--- src/design/qrs_pkg.sv ---
`default_nettype none
// ----------------------------------------------------------------------------
// qrs_pkg: shared types and constants of the quadratic root solver
// Field widths of the result word, root kind codes and pipeline flags.
// ----------------------------------------------------------------------------
package qrs_pkg;

    localparam int DISC_W       = 35;  // discriminant, signed Q34.0
    localparam int ROOT_W       = 40;  // each root, signed Q23.16
    localparam int ROOT_FRAC    = 16;  // fraction bits of a root
    localparam int KIND_W       = 2;
    localparam int SQRT_IN_W    = 34;  // a positive discriminant fits here
    localparam int SQRT_STEPS   = 17;  // one result bit per step
    localparam int SQRT_ROOT_W  = 18;
    localparam int SQ_W         = 36;  // working width of the root stages
    localparam int OUT_FIELDS_W = 2 * ROOT_W + DISC_W;
    localparam int OUT_DATA_W   = ((OUT_FIELDS_W + 7) / 8) * 8;

    typedef enum logic [KIND_W-1:0] {
        KIND_NOT_QUAD = 2'd0,
        KIND_ONE      = 2'd1,
        KIND_TWO      = 2'd2,
        KIND_NO_REAL  = 2'd3
    } t_kind;

    // Classification of one item, carried along with it.
    typedef struct packed {
        logic a_zero;
        logic d_zero;
        logic d_neg;
    } t_flags;

endpackage
`default_nettype wire

--- src/design/qrs_sqrt.sv ---
`default_nettype none
// ----------------------------------------------------------------------------
// qrs_sqrt: pipelined integer square root
// One restoring step per stage, one result bit per step.
// ----------------------------------------------------------------------------
module qrs_sqrt
    import qrs_pkg::*;
#(
    parameter int SIDE_W = 8
) (
    input  wire                    i_clk,
    input  wire                    i_rst_n,
    input  wire                    i_en,
    input  wire                    i_valid,
    input  wire [SQRT_IN_W-1:0]    i_rad,
    input  wire [SIDE_W-1:0]       i_side,
    output logic                   o_valid,
    output logic [SQRT_ROOT_W-1:0] o_root,
    output logic [SIDE_W-1:0]      o_side
);

    logic              r_v    [SQRT_STEPS];
    logic [SQ_W-1:0]   r_rem  [SQRT_STEPS];
    logic [SQ_W-1:0]   r_res  [SQRT_STEPS];
    logic [SIDE_W-1:0] r_side [SQRT_STEPS];

    for (genvar j = 0; j < SQRT_STEPS; j++) begin : g_step
        localparam logic [SQ_W-1:0] BITV = SQ_W'(1) << (2 * (SQRT_STEPS - 1 - j));

        logic              w_v_in;
        logic [SQ_W-1:0]   w_rem_in, w_res_in, w_try, n_rem, n_res;
        logic [SIDE_W-1:0] w_side_in;

        if (j == 0) begin : g_first
            assign w_v_in    = i_valid;
            assign w_rem_in  = SQ_W'(i_rad);
            assign w_res_in  = '0;
            assign w_side_in = i_side;
        end else begin : g_next
            assign w_v_in    = r_v[j-1];
            assign w_rem_in  = r_rem[j-1];
            assign w_res_in  = r_res[j-1];
            assign w_side_in = r_side[j-1];
        end

        always_comb begin
            w_try = w_res_in + BITV;
            if (w_rem_in >= w_try) begin
                n_rem = w_rem_in - w_try;
                n_res = (w_res_in >> 1) + BITV;
            end else begin
                n_rem = w_rem_in;
                n_res = w_res_in >> 1;
            end
        end

        always_ff @(posedge i_clk) begin
            if (!i_rst_n) begin
                r_v[j] <= 1'b0;
            end else if (i_en) begin
                r_v[j] <= w_v_in;
            end
        end

        always_ff @(posedge i_clk) begin
            if (i_en) begin
                r_rem[j]  <= n_rem;
                r_res[j]  <= n_res;
                r_side[j] <= w_side_in;
            end
        end
    end

    assign o_valid = r_v[SQRT_STEPS-1];
    assign o_root  = r_res[SQRT_STEPS-1][SQRT_ROOT_W-1:0];
    assign o_side  = r_side[SQRT_STEPS-1];

endmodule
`default_nettype wire

--- config.mk ---
export PLATFORM = sky130hd
export DESIGN_NAME = qrs_sqrt
export DESIGN_NICKNAME = d
export VERILOG_FILES = /design/src/design/qrs_pkg.sv /design/src/design/qrs_sqrt.sv
export SDC_FILE = /design/constraint.sdc
export NUM_CORES = 1
export LEC_CHECK = 0
export BUFFER_PORTS_ARGS = -buffer_cell sky130_fd_sc_hd__buf_2
export CELL_PAD_IN_SITES_DETAIL_PLACEMENT = 1
export CELL_PAD_IN_SITES_GLOBAL_PLACEMENT = 1
export CORE_MARGIN = 3
export CORE_UTILIZATION = 48
export DETAILED_ROUTE_END_ITERATION = 10
export PLACE_DENSITY = 0.75
export SLEW_MARGIN = 10
export SYNTH_ARGS = -nofsm -noshare
export SYNTH_HDL_FRONTEND = slang
export SYNTH_SLANG_ARGS = --single-unit
export TNS_END_PERCENT = 20
--- constraint.sdc ---
create_clock -name i_clk -period 2.76 [get_ports i_clk]
set_input_delay 0.414 -clock i_clk [delete_from_list [all_inputs] [get_ports i_clk]]
set_output_delay 0.414 -clock i_clk [all_outputs]
set_load 0.05 [all_outputs]
==> impl_metrics.csv, run 1 <==
group,metric,value,unit
cts,cts_buffers,92,
power_and_ir_drop,p_sw,0.009262,W
routing,first_iter_violations,1281,
finish,antennaDiodeCount,0,
worst_hold_path,holdPathStages,2,
place,dpl-instance-area,42930,sq um
place,hpwl,64.59,mm
global_routing,antenna_found_initial,0,
finish,fin_cells,4449,
synth,ys_types,83,
synth,ys.flop_type,"edfxtp_1",
synth,synth_most_common_cell,"edfxtp_1",
global_routing,grt_overflow,0,
finish,fin_util,0.6044,
finish,final_area,48220,sq um
sta,skew,40.39,ps
synth,synth_area,39010,sq um
global_routing,grtUsageTotal,0.2138,
sta,layout_setup_ws,-120.6,ps
critical_path,reg2reg_slack,-120,ps
cts,clkSinkCount,881,
finish,layout.nets,3538,
cts,htreeDepth,3,
worst_hold_path,min_from,"i_rad[32]",
routing,vias,24580,
power_and_ir_drop,switching_share,0.2620,
global_routing,grt_pass1_vias,27070,
sta,rsz0062_at_grt,"yes",
power_and_ir_drop,cellInternalPower,0.02609,W
worst_hold_path,hold_path_class,"input port to flop",
cts,cts.path.max_buffers,3,
critical_path,r2r.worst_path.cells,8,
die,pin_count,73,
finish,fillers,7557,
synth,syn_inst,2803,
sta,relSlewSlack,0.3841,
critical_path,cp.arrival,3260,ps
die,start_util,0.4891,
cts,cts.clk_slew.worst_paths,60,ps
synth,synth.top_cell.area_share,0.6773,
run_status,status,"finished with violations",
synth,synth-async-reset-ratio,0,
sta,finalCriticalPeriod,2881,ps
routing,wl_per_cell,21.22,um
critical_path,reg2reg_to,"r_rem[0][322]",
synth,ys_seq_area_frac,0.6778,
place,place_ws,-401.6,ps
synth,yosys.area.top_type,"edfxtp_1",
sta,tightest_slew,916.8,ps
routing,drtPass1Iterations,5,
cts,cts_tree,"built",
routing,drcViolationCount,0,
routing,finalWirelength,94.42,mm
critical_path,critPathCaptureType,"flop",
power_and_ir_drop,clock_power_share,0.351,
finish,drive_gt1_frac,0.2360,
power_and_ir_drop,irDropWorstVdd,0.6096,mV
critical_path,cp_max_fo,3,
critical_path,path_class,"flop to flop",
cts,clk_latency,670,ps
finish,syn2layout_area_growth,23.59,%
critical_path,cp.required,3140,ps
worst_hold_path,worstHoldEndpoint,"r_rem[0][32]",
place,routabilityCongestion,0.9000,
sta,clock.fmax,347.2,MHz
place,place_inst,4183,
synth,synth_edf_count,880,
sta,fin_crit_sh,1.044,
run_status,violations,"negative setup slack",
global_routing,grt_start_max_net_pins,110,
place,numPortBuffers,71,
critical_path,timing.rr.start,"r_rem[0][269]",
power_and_ir_drop,power_frac_seq,0.487,
die,rows,103,
die,dieWidth,291.1,um
synth,syn_avg_cell_area,13.92,sq um
synth,ys_warn_count,0,
critical_path,setup.worst_path.start_class,"flop",
die,die-area,84740,sq um
cts,cts_root_buffer,"clkbuf_16",
routing,via_per_inst,5.525,
job,cap_viol_max_count,0,
routing,ant_nets,0,
sta,setup_viol,4,
synth,yosys-top-cells-count,"880 x edfxtp_1, 207 x inv_1, 166 x ha_1",
power_and_ir_drop,power_frac_comb,0.162,
die,die_h,291.1,um
synth,ys_ff_latch,881,
sta,hold_viol_final,0,
die,core,79770,sq um
synth,synth.area.top_cells,"edfxtp_1 68%, ha_1 5.3%, xnor2_1 3.0%",
global_routing,grt_pass1_wl,144.7,mm
power_and_ir_drop,p_leak,18.24,nW
sta,maxSlewViolCount,0,
power_and_ir_drop,powerDensity,733.1,nW/um^2
==> power groups by stage <==
stage               clock [W]  sequential (W)  combinational (W)
floorplan                   0          0.0172            0.00293
global placement            0          0.0173            0.00473
detailed placement          0          0.0174            0.00503
CTS                    0.0126          0.0172            0.00530
global route           0.0132          0.0174            0.00626
finish                 0.0124          0.0172            0.00572
==> how the worst max path moves through the flow <==
stage,from,endpoint,slack (ps),cells past startpoint
CTS,r_rem[0][477],r_rem[0][538],-80,9
detailed placement,r_rem[0][276],r_rem[0][322],-400,7
floorplan,r_rem[0][477],r_rem[0][538],30,9
global route,r_rem[0][477],r_rem[0][536],-180,9
finish,r_rem[0][269],r_rem[0][322],-120,8
global placement,r_rem[0][276],r_rem[0][322],-240,7
==> logic make-up (layout without fill, tap and decap cells) <==
group                    Yosys count  after routing  share of synthesized area
flip-flops                       881            881                     0.6778
adder cells (fa/ha/maj)          166            166                    0.05324
other                              1              2                 0.00009612
AO/OA/AOI/OAI                    465            465                    0.07460
XOR/XNOR                         239            239                    0.05385
buffers and inverters            249            844                    0.02479
AND/OR/NAND/NOR                  771            771                     0.1069
multiplexers                      31             31                   0.008691
==> per-layer routing <==
metal  share of wire  routed length [um]  global-route usage
met5               0                   0                   0
met4           0.046                4372             0.08612
met3           0.025                2382             0.02800
met2            0.57               53720              0.4361
met1            0.36               33950              0.2137
==> registers in the layout, indices dropped and copies added (netlist names) <==
name / flops
r_rem: 575
r_v: 17
r_res: 153
r_side: 136
==> final cells by class <==
type                       count  area (sq um)  share of cell area
sequential                   881         26450              0.5485
inverter                     207         777.0             0.01611
tap                         1050          1314             0.02725
multi-input combinational   1674         12970              0.2690
clock inverter                58         645.6             0.01339
clock buffer                 109          2366             0.04907
timing repair buffer         470          3699             0.07671
==> metrics by stage <==
step | TNS (ps) | total power (W) | hold WS [ps]
2_1_floorplan | 0 | 0.02011 | 400.3
3_3_place_gp | -6387 | 0.02206 | 400.5
3_5_place_dp | -18990 | 0.02246 | 405.1
4_1_cts | -290.4 | 0.03512 | 5.874
5_1_grt | -3423 | 0.03682 | 34.68
6_report | -240.7 | 0.03535 | 56.58
==> critical path: stages, from the launching register on <==
cell and delay (ps):
edfxtp_1 410, inv_2 110, ha_1 160, or4bb_4 540, nor3_4 290, a211oi_4 120, or3b_4 410, or4_4 420
xnor2_1 140
==> layout by cell type, fill, tap and decap left out, types with 17 or more instances in the layout <==
cell type      instances
dlygate4sd3_1         40
ha_4                  27
xor2_1               104
nand3_1               27
inv_1                199
or3_1                 29
buf_4                329
nor3_1                75
a21o_1                31
o21ai_1               18
buf_2                 70
clkbuf_1              17
xnor2_1              134
nand2_1              128
nor2b_1               19
edfxtp_1             880
o21a_1                30
nand4_1               47
o21ai_0               90
a21oi_1              137
nand2b_1              36
nor4_2                19
mux2_2                22
nor4_1                56
nor2_1               159
ha_1                 134
clkbuf_16             92
and3_1                19
clkinv_1              17
==> timing repair <==
action                                  CTS  global route
buffers inserted                         12            44
endpoints found under the hold margin    40             0
resized for setup                       102           174
pin swaps                                20            56
cloned                                    1             2
hold buffers                             40             0
endpoints found under the setup margin  203           246
(Power assumes the default switching activity.)
==> run 2: changes to the inputs <==
Settings changed: CORE_UTILIZATION 48 to 43, PLACE_DENSITY 0.75 to 0.68.
==> run 2 against run 1 <==
  * Sequential share of layout area increased by 0.62 points
  * The flow still finishes with violations (negative setup slack)
  * Fmax rose by 1.6%
  * Non-clock buffer count down 60
  * Sequential power about the same
  * Clock power shrank 3%
  * Largest cell class unchanged
  * Worst hold slack improved by 8.9 ps
  * Via count decreased by 2.4%
  * Design area shrank 1.1%
  * Register-to-register slack better by 50 ps
  * Core utilization decreased by 7.0 points
  * First-iteration DRC count fell by 19%
==> impl_metrics.csv, run 2 (synthesized netlist as in run 1, its figures left out) <==
group,metric,value,unit
routing,vias,23990,
sta,maxSlewViolCount,0,
sta,clock.fmax,352.7,MHz
finish,layout_commonest_cell,"edfxtp_1",
routing,via_per_inst,5.323,
power_and_ir_drop,power_frac_seq,0.497,
global_routing,grtUsageTotal,0.1818,
place,routabilityCongestion,0.9099,
critical_path,cp_max_fo,5,
place,place_inst,4255,
cts,cts_buffers,95,
power_and_ir_drop,power_frac_comb,0.157,
routing,ant_nets,0,
finish,final_area,47680,sq um
power_and_ir_drop,switching_share,0.2577,
die,rows,109,
finish,antennaDiodeCount,0,
cts,cts.path.max_buffers,3,
finish,largest-register,"r_rem",
critical_path,cp.arrival,3250,ps
finish,fin_cells,4507,
routing,m1WireLength,31.62,mm
routing,wl_met2,49.51,mm
power_and_ir_drop,p_sw,0.008919,W
die,start_util,0.4374,
global_routing,grt_start_max_net_pins,111,
finish,drive_gt1_frac,0.2133,
critical_path,crit_family,"simple AND/OR/NAND/NOR gates",
die,die_h,307.2,um
cts,cts_root_buffer,"clkbuf_16",
die,dieWidth,307.2,um
sta,rsz0062_at_grt,"yes",
power_and_ir_drop,powerDensity,726.0,nW/um^2
routing,first_iter_violations,1041,
finish,final_cell_mix,"880 x edfxtp_1, 274 x buf_4, 204 x inv_1",
power_and_ir_drop,p_leak,17.91,nW
global_routing,grt_overflow,0,
worst_hold_path,hold_path_class,"input port to flop",
job,cap_viol_max_count,0,
routing,wl_per_cell,19.26,um
place,numPortBuffers,71,
sta,fin_crit_sh,1.027,
power_and_ir_drop,cellInternalPower,0.02569,W
power_and_ir_drop,clock_power_share,0.345,
critical_path,cp_slowest_cell,"or3b_4",
critical_path,setup.worst_path.start_class,"flop",
critical_path,critPathCaptureType,"flop",
power_and_ir_drop,irDropWorstVdd,0.5151,mV
cts,cts.clk_slew.worst_paths,60,ps
global_routing,grt_pass1_vias,26610,
finish,top_regs,"r_rem x575, r_res x153, r_side x136",
sta,tightest_slew,745.3,ps
sta,finalCriticalPeriod,2835,ps
sta,relSlewSlack,0.4993,
sta,layout_setup_ws,-75.06,ps
routing,drcViolationCount,0,
cts,cts_tree,"built",
finish,syn2layout_area_growth,22.21,%
finish,largest_reg_flops,575,
run_status,violations,"negative setup slack",
critical_path,path_class,"flop to flop",
sta,hold_viol_final,0,
cts,htreeDepth,3,
place,hpwl,61.87,mm
cts,clkSinkCount,881,
critical_path,cp.required,3170,ps
sta,setup_viol,7,
die,core,89190,sq um
routing,highest_layer,"met4",
sta,fin_tns_setup,-166.4,ps
global_routing,antenna_found_initial,0,
finish,layout.nets,3481,
critical_path,critical_path_buf_inv_count,1,
routing,route.met3.wl,2.141,mm
die,pin_count,73,
routing,drtPass1Iterations,4,
place,dpl-instance-area,42740,sq um
sta,hold_ws,65.46,ps
global_routing,grt_pass1_wl,137.9,mm
critical_path,path_cells,"ha_1 -> nand4b_1 -> nor3_4 -> a211oi_1 -> buf_4 -> nand2b_4 -> or3b_4 -> or3_4 -> xnor2_2",
run_status,status,"finished with violations",
critical_path,cpPeakStageDelay,420,ps
die,die-area,94380,sq um
sta,skew,28.55,ps
routing,finalWirelength,86.79,mm
cts,clk_latency,660,ps
-- run 2: layer usage --
| metal | GRT usage | vias up |
|---|---|---|
| met4 | 0.07386 | 0 |
| met1 | 0.1820 | 11980 |
| met2 | 0.3695 | 318 |
| li1 | - | 11520 |
| met5 | 0 | - |
| met3 | 0.02655 | 168 |
-- run 2: worst paths after layout --
path | start | endpoint | slack (ps) | cells past startpoint
max | r_rem[0][475] | r_rem[0][538] | -80 | 9
min | i_rad[32] | r_res[0][32] | 70 | 2
max reg2reg | r_rem[0][475] | r_rem[0][538] | -80 | 9
min reg2reg | r_side[0][107] | r_side[0][115] | 410 | 0
-- run 2: per-stage QoR --
stage / utilization / total power [W] / setup slack, ps
final: 0.5346 / 0.03461 / -75.06
after global routing: 0.5346 / 0.03620 / -198.0
after CTS: 0.5228 / 0.03455 / -100.2
after detailed placement: 0.4792 / 0.02228 / -476.3
after global placement: 0.4792 / 0.02194 / -427.2
after floorplan: - / 0.02011 / 32.72
-- run 2: area by class of cell --
| type | instances | area, sq um |
|---|---|---|
| fillers | 8740 | 41510 |
| repair buffers | 410 | 3197 |
| clock inverters | 46 | 456.7 |
| multi-input cells | 1674 | 12860 |
| flip-flops and latches | 881 | 26450 |
| well taps | 1165 | 1458 |
| clock buffers | 124 | 2486 |
| inverters | 207 | 777.0 |
-- run 2: power by group through the flow --
| stage | registers (W) | clock network [W] | logic [W] |
|---|---|---|---|
| 2_1_floorplan | 0.0172 | 0 | 0.00293 |
| 3_3_place_gp | 0.0173 | 0 | 0.00460 |
| 3_5_place_dp | 0.0174 | 0 | 0.00485 |
| 4_1_cts | 0.0172 | 0.0123 | 0.00507 |
| 5_1_grt | 0.0174 | 0.0129 | 0.00600 |
| 6_report | 0.0172 | 0.0120 | 0.00545 |
-- run 2: what timing repair did --
item                                   in CTS  in global routing
gates resized for setup                    82                156
setup endpoints to repair                 195                212
setup buffers                              12                 28
gates cloned                                1                  1
pin swaps                                  17                 50
endpoints found under the hold margin      41                  0
hold buffers                               41                  0
