File: src/design/qrs_pkg.sv
`default_nettype none
// ----------------------------------------------------------------------------
// qrs_pkg: shared types and constants of the quadratic root solver
// Field widths of the result word, root kind codes and pipeline flags.
// ----------------------------------------------------------------------------
package qrs_pkg;

    localparam int DISC_W       = 35;  // discriminant, signed Q34.0
    localparam int ROOT_W       = 40;  // each root, signed Q23.16
    localparam int ROOT_FRAC    = 16;  // fraction bits of a root
    localparam int KIND_W       = 2;
    localparam int SQRT_IN_W    = 34;  // a positive discriminant fits here
    localparam int SQRT_STEPS   = 17;  // one result bit per step
    localparam int SQRT_ROOT_W  = 18;
    localparam int SQ_W         = 36;  // working width of the root stages
    localparam int OUT_FIELDS_W = 2 * ROOT_W + DISC_W;
    localparam int OUT_DATA_W   = ((OUT_FIELDS_W + 7) / 8) * 8;

    typedef enum logic [KIND_W-1:0] {
        KIND_NOT_QUAD = 2'd0,
        KIND_ONE      = 2'd1,
        KIND_TWO      = 2'd2,
        KIND_NO_REAL  = 2'd3
    } t_kind;

    // Classification of one item, carried along with it.
    typedef struct packed {
        logic a_zero;
        logic d_zero;
        logic d_neg;
    } t_flags;

endpackage
`default_nettype wire

File: src/design/qrs_disc.sv
`default_nettype none
// ----------------------------------------------------------------------------
// qrs_disc: discriminant stages
// Stage one forms b*b and a*c, stage two forms b*b - 4ac and classifies it.
// ----------------------------------------------------------------------------
module qrs_disc
    import qrs_pkg::*;
#(
    parameter int COEF_WIDTH = 16
) (
    input  wire                          i_clk,
    input  wire                          i_rst_n,
    input  wire                          i_en,
    input  wire                          i_valid,
    input  wire signed [COEF_WIDTH-1:0]  i_a,
    input  wire signed [COEF_WIDTH-1:0]  i_b,
    input  wire signed [COEF_WIDTH-1:0]  i_c,
    output logic                         o_valid,
    output logic signed [COEF_WIDTH-1:0] o_a,
    output logic signed [COEF_WIDTH-1:0] o_b,
    output logic signed [DISC_W-1:0]     o_disc,
    output t_flags                       o_flags
);

    localparam int PW = 2 * COEF_WIDTH;
    localparam int XW = (PW > DISC_W + 2) ? PW : DISC_W + 2;

    logic                         r_v1;
    logic signed [COEF_WIDTH-1:0] r_a1, r_b1;
    logic signed [PW-1:0]         r_bb, r_ac;

    logic signed [XW-1:0]         n_diff;
    logic signed [DISC_W-1:0]     n_disc;
    t_flags                       n_flags;

    always_ff @(posedge i_clk) begin
        if (!i_rst_n) begin
            r_v1 <= 1'b0;
        end else if (i_en) begin
            r_v1 <= i_valid;
        end
    end

    always_ff @(posedge i_clk) begin
        if (i_en) begin
            r_a1 <= i_a;
            r_b1 <= i_b;
            r_bb <= i_b * i_b;
            r_ac <= i_a * i_c;
        end
    end

    // The discriminant wraps to its field width.
    always_comb begin
        n_diff         = XW'(r_bb) - (XW'(r_ac) <<< 2);
        n_disc         = n_diff[DISC_W-1:0];
        n_flags.a_zero = (r_a1 == '0);
        n_flags.d_zero = (n_disc == '0);
        n_flags.d_neg  = n_disc[DISC_W-1];
    end

    always_ff @(posedge i_clk) begin
        if (!i_rst_n) begin
            o_valid <= 1'b0;
        end else if (i_en) begin
            o_valid <= r_v1;
        end
    end

    always_ff @(posedge i_clk) begin
        if (i_en) begin
            o_a     <= r_a1;
            o_b     <= r_b1;
            o_disc  <= n_disc;
            o_flags <= n_flags;
        end
    end

endmodule
`default_nettype wire

File: config.mk
export PLATFORM = sky130hd
export DESIGN_NAME = qrs_disc
export DESIGN_NICKNAME = d
export VERILOG_FILES = /design/src/design/qrs_pkg.sv /design/src/design/qrs_disc.sv
export SDC_FILE = /design/constraint.sdc
export NUM_CORES = 1
export LEC_CHECK = 0
export BUFFER_PORTS_ARGS = -buffer_cell sky130_fd_sc_hd__buf_2
export CAP_MARGIN = 20
export CORE_MARGIN = 5
export CORE_UTILIZATION = 56
export DETAILED_ROUTE_END_ITERATION = 8
export GPL_ROUTABILITY_DRIVEN = 1
export PLACE_DENSITY_LB_ADDON = 0.2
export SYNTH_ARGS = -nofsm -noshare
export SYNTH_HDL_FRONTEND = slang
export SYNTH_SLANG_ARGS = --single-unit
File: constraint.sdc
create_clock -name i_clk -period 17 [get_ports i_clk]
set_input_delay 2.55 -clock i_clk [delete_from_list [all_inputs] [get_ports i_clk]]
set_output_delay 2.55 -clock i_clk [all_outputs]
set_load 0.1 [all_outputs]
==> flow_metrics.env, run 1 <==
export IMPL_run_status="complete, no violations"
export IMPL_critical_path_top_cell_by_count="fa_1"
export IMPL_worst_setup_path_end_kind="register"
export IMPL_area_growth_pct=6.81
export IMPL_reg2reg_depth=14
export IMPL_floorplan_die_width_um=222
export IMPL_worst_path_largest_cell_delay_ns=0.52
export IMPL_proportion_of_layout_cells_with_a_drive_suffix_above_1=0.0676
export IMPL_clk_pin_slew_ns=0.06
export IMPL_unrepaired_setup_endpoints_after_global_routing="false"
export IMPL_numClockSinks=163
export IMPL_antennaDiodeCount=0
export IMPL_start_util=0.568
export IMPL_grt_pass1_vias=18677
export IMPL_yosys_most_used_dff="edfxtp_1"
export IMPL_hold_viol_final=0
export IMPL_layout_min_cycle_time_ns=8.81
export IMPL_detailroute_wirelength_met2_um=26800
export IMPL_worst_setup_path_type="primary input to register"
export IMPL_detailedRoute_firstIterationViolations=884
export IMPL_synthesis_area_sq_um=25200
export IMPL_critPathMaxFanout=17
export IMPL_cts_post_setup_buffers_inserted=0
export IMPL_hold_path_class="register to register"
export IMPL_fin_worst_skew_ns=0.0129
export IMPL_antenna_violating_nets_post_route=0
export IMPL_synth_fp_nets=3202
export IMPL_design_die_area_sq_um=49300
export IMPL_tritoncts="built"
export IMPL_number_of_cells_produced_by_synthesis=2450
export IMPL_post_route_drc_count=0
export IMPL_antenna_found_initial=2
export IMPL_nNetsFinal=3283
export IMPL_synthMostInstantiatedCell="inv_1"
export IMPL_wirelength_met1_um=21000
export IMPL_worstMarginPinSlew_ns=0.957
export IMPL_critical_path_required_ns=17.22
export IMPL_synthDominantAreaCellType="fa_1"
export IMPL_synth_distinct_cells=69
export IMPL_maxClockFrequency_ghz=0.113
export IMPL_clk_path_buf_depth=2
export IMPL_syn_area_per_cell_sq_um=10.3
export IMPL_ys_warnings_count=0
export IMPL_synthDominantCellAreaShare=0.395
export IMPL_synth_enable_flop_cells=161
export IMPL_yosys_top_cells_count="inv_1 (642), fa_1 (497), nand2_1 (209)"
export IMPL_floorplan_core_area_sq_um=44300
export IMPL_global_route_usage_sum=0.223
export IMPL_global_route_wire_length_before_repair_um=89400
export IMPL_port_buffers=121
export IMPL_root_buffer="clkbuf_16"
export IMPL_uppermost_signal_routing_layer_after_detailed_routing="met4"
export IMPL_yosys_top_cells_area="fa_1 (40%), edfxtp_1 (19%), ha_1 (10%), inv_1 (9.6%), and2_1 (4.2%)"
export IMPL_postSynth_asyncResetShare=0
export IMPL_io_pins=123
export IMPL_critical_path_slowest_cell="fa_1"
export IMPL_totalNegativeSetupSlack_ns=0
export IMPL_std_cell_rows=77
export IMPL_worstHoldPathCells=0
export IMPL_max_slew_margin=0.362
export IMPL_route_met3_wl_um=2470
export IMPL_dp_hpwl_um=41700
export IMPL_final_gp_congestion=0.879
export IMPL_post_cts_resized_instances=0
export IMPL_post_drt_via_cell_ratio=5.34
export IMPL_report_final_setup_viol=0
export IMPL_hold_buffers=0
export IMPL_vertical_die_dimension_um=222
export IMPL_total_routed_wirelength_um=51700
export IMPL_grt_overflow_total=0
export IMPL_yosys_register_bits=163
export IMPL_start_kind="primary input"
export IMPL_maxCapViolations=0
export IMPL_report_final_slew_viol_count=0
export IMPL_cp_arrival_ns=9.04
export IMPL_ctsHtreeMaxLevel=4
export IMPL_drt_first_pass_iters=5
export IMPL_grt_start_max_net_pins=103
export IMPL_insertion_delay_to_the_later_sink_of_the_worst_skew_pair_ns=0.48
export IMPL_vias=16760
export IMPL_cts_buffers=17
export IMPL_finalCritPeriodShare=0.518
export IMPL_wl_per_cell_um=16.5
export IMPL_synth_seq_area_share=0.194
==> state kept, by name, indices dropped and copies added, names as in the netlist <==
register and count:
o_disc 33, r_ac 32, r_bb 30, o_a 16, o_b 16, r_a1 16, r_b1 16, o_flags 2
o_valid 1, r_v1 1
==> routing by layer <==
layer	vias to the layer above	GRT usage
met1	8616	0.288
met4	0	0.0716
met5	-	0
li1	7614	-
met2	413	0.389
met3	117	0.0359
==> per-stage QoR <==
| stage | utilization | hold slack (ns) | instances | setup slack, ns | area, sq um |
|---|---|---|---|---|---|
| 2_1_floorplan | - | 0.400 | 2450 | 8.35 | 25200 |
| 3_5_place_dp | 0.594 | 0.406 | 3104 | 7.74 | 26300 |
| 3_3_place_gp | 0.594 | 0.401 | 3104 | 7.90 | 26300 |
| 4_1_cts | 0.607 | 0.423 | 3136 | 8.24 | 26900 |
| 6_report | 0.607 | 0.421 | 3136 | 8.19 | 26900 |
| 5_1_grt | 0.607 | 0.427 | 3136 | 7.64 | 26900 |
==> cell families (layout without fill, tap and decap cells) <==
logic type,count (synthesis),count (layout),share of synthesized area
flip-flops,163,163,0.194
multiplexers,3,3,0.00119
XOR/XNOR,105,105,0.0365
adder cells (fa/ha/maj),700,700,0.496
AND/OR/NAND/NOR,558,558,0.110
buffers and inverters,702,796,0.105
AO/OA/AOI/OAI,218,218,0.0574
other,1,1,0.000149
==> cell usage in the layout (no fill, tap or decap), types with 3 or more instances in the layout <==
cell type and instances:
inv_1 642, fa_1 497, nand2_1 209, ha_1 203, and2_1 170, edfxtp_1 161
buf_2 120, xnor2_1 83, nor2_1 79, a21oi_1 64, o21ai_0 36, a21o_1 25
xor2_1 22, nand2b_1 21, o21a_1 18, clkbuf_16 17, nand3_1 15, o21bai_1 15
nor3_1 14, nor2b_1 9, and3_1 7, nor4_1 6, a211oi_1 6, o211ai_1 6
or4_1 6, or3_1 5, nand4_1 5, a31oi_1 5, inv_6 5, a31o_2 4
a21boi_0 4, or2_2 3, mux2i_1 3, a2111oi_0 3, inv_8 3
==> area by class of cell <==
class | count | area (sq um)
repair buffers | 122 | 619
fillers | 3796 | 17400
flip-flops and latches | 163 | 4870
multi-input cells | 1585 | 17700
clock inverters | 15 | 166
inverters | 642 | 2410
well taps | 592 | 741
clock buffers | 17 | 425
==> worst max-delay path: cells and delay by family <==
kind / cells / cell delay, ns
xor+xnor: 2 / 0.27
buf+inv: 5 / 0.68
fa+ha+maj: 7 / 3.13
compound gates: 9 / 2.06
simple gates: 2 / 0.33
==> path summary, 6_finish.rpt <==
check                     from                   end  slack [ns]
max                     i_b[3]    r_bb[30]$_DFFE_PP_        8.19
min          r_b1[6]$_DFFE_PP_      o_b[6]$_DFFE_PP_        0.42
max reg2reg  r_bb[2]$_DFFE_PP_  o_flags[1]$_DFFE_PP_       12.31
min reg2reg  r_b1[6]$_DFFE_PP_      o_b[6]$_DFFE_PP_        0.42
Power of run 1 is not shown: default switching activity piles up to over one toggle a cycle in this logic, so the estimate is an artifact.
==> run 2: changes to the inputs <==
--- a/config.mk
+++ b/config.mk
@@ -5,6 +5,7 @@
 export SDC_FILE = /design/constraint.sdc
 export NUM_CORES = 1
 export LEC_CHECK = 0
+export ABC_AREA = 1
 export BUFFER_PORTS_ARGS = -buffer_cell sky130_fd_sc_hd__buf_2
 export CAP_MARGIN = 20
 export CORE_MARGIN = 5
==> constraint.sdc (replaced) <==
create_clock -name i_clk -period 9.13 [get_ports i_clk]
set_input_delay 1.3695 -clock i_clk [delete_from_list [all_inputs] [get_ports i_clk]]
set_output_delay 1.3695 -clock i_clk [all_outputs]
set_load 0.1 [all_outputs]
==> flow_metrics.env, run 2 <==
export IMPL_run_status="complete, no violations"
export IMPL_critPathMaxFanout=23
export IMPL_io_pins=123
export IMPL_global_route_wire_length_before_repair_um=93700
export IMPL_cts_buffers=17
export IMPL_layout_core_utilization=0.599
export IMPL_insertion_delay_to_the_later_sink_of_the_worst_skew_pair_ns=0.48
export IMPL_cp_arrival_ns=7.23
export IMPL_report_final_slew_viol_count=0
export IMPL_clk_pin_slew_ns=0.06
export IMPL_area_growth_pct=6.14
export IMPL_std_cell_rows=79
export IMPL_unrepaired_setup_endpoints_after_global_routing="false"
export IMPL_global_route_usage_met3=0.0322
export IMPL_number_of_cells_produced_by_synthesis=2882
export IMPL_worst_setup_path_type="primary input to register"
export IMPL_maxClockFrequency_ghz=0.143
export IMPL_hold_buffers=0
export IMPL_synthDominantAreaCellType="fa_1"
export IMPL_post_drt_via_cell_ratio=5.14
export IMPL_postSynth_asyncResetShare=0
export IMPL_clk_path_buf_depth=2
export IMPL_most_common_cell_after_layout_fill_and_taps_aside="inv_1"
export IMPL_finalWorstSetupSlack_ns=2.12
export IMPL_vias=18239
export IMPL_grt_start_max_net_pins=92
export IMPL_synthDominantCellAreaShare=0.380
export IMPL_start_util=0.564
export IMPL_post_cts_resized_instances=0
export IMPL_grt_overflow_total=0
export IMPL_critical_path_required_ns=9.35
export IMPL_cts_post_setup_buffers_inserted=0
export IMPL_antennaDiodeCount=0
export IMPL_syn_area_per_cell_sq_um=9.09
export IMPL_post_route_drc_count=0
export IMPL_synth_compound_gate_area_share=0.0489
export IMPL_top_regs="o_disc: 33 flops, r_ac: 32 flops, r_bb: 30 flops"
export IMPL_dp_hpwl_um=45700
export IMPL_start_kind="primary input"
export IMPL_synth_fp_nets=3634
export IMPL_post_synthesis_mux_area_share=0
export IMPL_floorplan_core_area_sq_um=46500
export IMPL_largest_reg_flops=33
export IMPL_worstMarginPinSlew_ns=0.949
export IMPL_grt_met1_usage=0.314
export IMPL_yosys_top_cells_area="fa_1 (38%), edfxtp_1 (18%), inv_1 (13%), ha_1 (9.7%), nand2_1 (7.7%)"
export IMPL_finalCritPeriodShare=0.768
export IMPL_yosys_most_used_dff="edfxtp_1"
export IMPL_path_cells="buf_2 > clkinv_1 > nor2_1 > xnor2_1 > ha_1 > a31o_2 > fa_1 > fa_1 > fa_1 > fa_1 > inv_1 > fa_1 > inv_1 > ha_1 > nand2_1 > nor2_1 > inv_1 > o21bai_2 > a21oi_2 > o21bai_1 > a21oi_1 > xor2_1"
export IMPL_proportion_of_layout_cells_with_a_drive_suffix_above_1=0.0755
export IMPL_wl_per_cell_um=15.4
export IMPL_total_routed_wirelength_um=54600
export IMPL_worst_path_largest_cell_delay_ns=0.55
export IMPL_nNetsFinal=3680
export IMPL_path_delay_family="adder cells"
export IMPL_numClockSinks=163
export IMPL_layout_min_cycle_time_ns=7.01
export IMPL_detailedRoute_firstIterationViolations=1061
export IMPL_top_register="o_disc"
export IMPL_worst_setup_path_end_kind="register"
export IMPL_root_buffer="clkbuf_16"
export IMPL_synthesis_area_sq_um=26200
export IMPL_critical_path_top_cell_by_count="fa_1"
export IMPL_hold_viol_final=0
export IMPL_share_of_synthesized_cell_area_in_full_adder_half_adder_and_majority_cells=0.477
export IMPL_synth_distinct_cells=54
export IMPL_port_buffers=121
export IMPL_worst_path_bufs_invs=5
export IMPL_yosys_top_cells_count="inv_1 (876), nand2_1 (537), fa_1 (497)"
export IMPL_synth_enable_flop_cells=161
export IMPL_gr_max_usage_layer="met2"
export IMPL_vertical_die_dimension_um=226
export IMPL_xor_xnor_fraction_of_synth_area=0.0337
export IMPL_synth_seq_area_share=0.186
export IMPL_antenna_violating_nets_post_route=0
export IMPL_ctsHtreeMaxLevel=4
export IMPL_synthMostInstantiatedCell="inv_1"
export IMPL_max_slew_margin=0.367
export IMPL_design_area_sq_um=27800
export IMPL_maxCapViolations=0
export IMPL_floorplan_die_width_um=226
export IMPL_grt_pass1_vias=19712
export IMPL_drt_first_pass_iters=5
export IMPL_final_cell_mix="inv_1 (876), nand2_1 (537), fa_1 (497), ha_1 (203), edfxtp_1 (161)"
export IMPL_yosys_register_bits=163
export IMPL_antenna_found_initial=1
export IMPL_tritoncts="built"
export IMPL_placement_cell_area_sq_um=27200
export IMPL_global_route_usage_sum=0.230
export IMPL_design_die_area_sq_um=51200
export IMPL_fin_worst_skew_ns=0.0115
export IMPL_report_final_setup_viol=0
export IMPL_synth_area_in_simple_gates=0.113
export IMPL_totalNegativeSetupSlack_ns=0
export IMPL_synth_top_family_by_area="adder cells"
export IMPL_ys_warnings_count=0
export IMPL_use_met2=0.385
export IMPL_hold_path_class="register to register"
export IMPL_final_gp_congestion=0.931
export IMPL_critical_path_slowest_cell="fa_1"
export IMPL_place_ws_ns=1.72
run 2: cell count changes in the layout (fill, tap and decap cells not counted), sizes merged, moves of 8 or more:
cell    before  now
a21oi       65  105
and2       171    2
nand3       15   29
inv        650  893
nand2      209  554
a21o        25    7
nand4        5   13
nand2b      21    0
o21a        18    6
o21ai       37   49
xor2        22   56
nor2        79   99
xnor2       83   44
nor2b        9    0
run 2: path summary, 6_finish.rpt:
kind / from / endpoint / slack (ns) / depth (start not counted)
setup / recovery: i_b[15] / r_bb[29]$_DFFE_PP_ / 2.12 / 22
hold / removal: r_b1[3]$_DFFE_PP_ / o_b[3]$_DFFE_PP_ / 0.42 / 0
setup reg to reg: r_ac[0]$_DFFE_PP_ / o_flags[1]$_DFFE_PP_ / 5.71 / 17
hold reg to reg: r_b1[3]$_DFFE_PP_ / o_b[3]$_DFFE_PP_ / 0.42 / 0
run 2: metrics by stage:
step / hold WS, ns / std cells
floorplan: 0.400 / 2882
global placement: 0.401 / 3516
detailed placement: 0.405 / 3516
CTS: 0.420 / 3548
global route: 0.433 / 3548
finish: 0.419 / 3548
run 2: logic make-up (layout without fill, tap and decap cells):
logic type | after synthesis | count (layout)
other cells | 1 | 1
xor+xnor | 100 | 100
simple gates | 727 | 727
fa+ha+maj | 700 | 700
compound gates | 206 | 206
buf+inv | 985 | 1044
flops | 163 | 163
run 2: layer usage:
metal | wire length, um | share of wire
met5 | 13 | 0.00024
met4 | 1320 | 0.024
met3 | 3240 | 0.059
met2 | 27100 | 0.50
met1 | 22900 | 0.42
run 2: worst reg2reg max path: cells and delay by family, from the launching register on:
family	cells	cell delay (ns)
AO/OA/AOI/OAI	1	0.15
adder cells (fa/ha/maj)	2	0.65
buffers and inverters	1	0.18
flip-flops	1	0.42
AND/OR/NAND/NOR	13	1.86
run 2: cell type report:
type,instances,area [sq um]
Inverter,890,3340
Sequential cell,163,4870
Fill cell,4175,18700
Tap cell,607,759
Clock inverter,14,176
Clock buffer,18,429
Timing Repair Buffer,122,619
Multi-Input combinational cell,1734,17600
Power of run 2 is left out for the same reason.
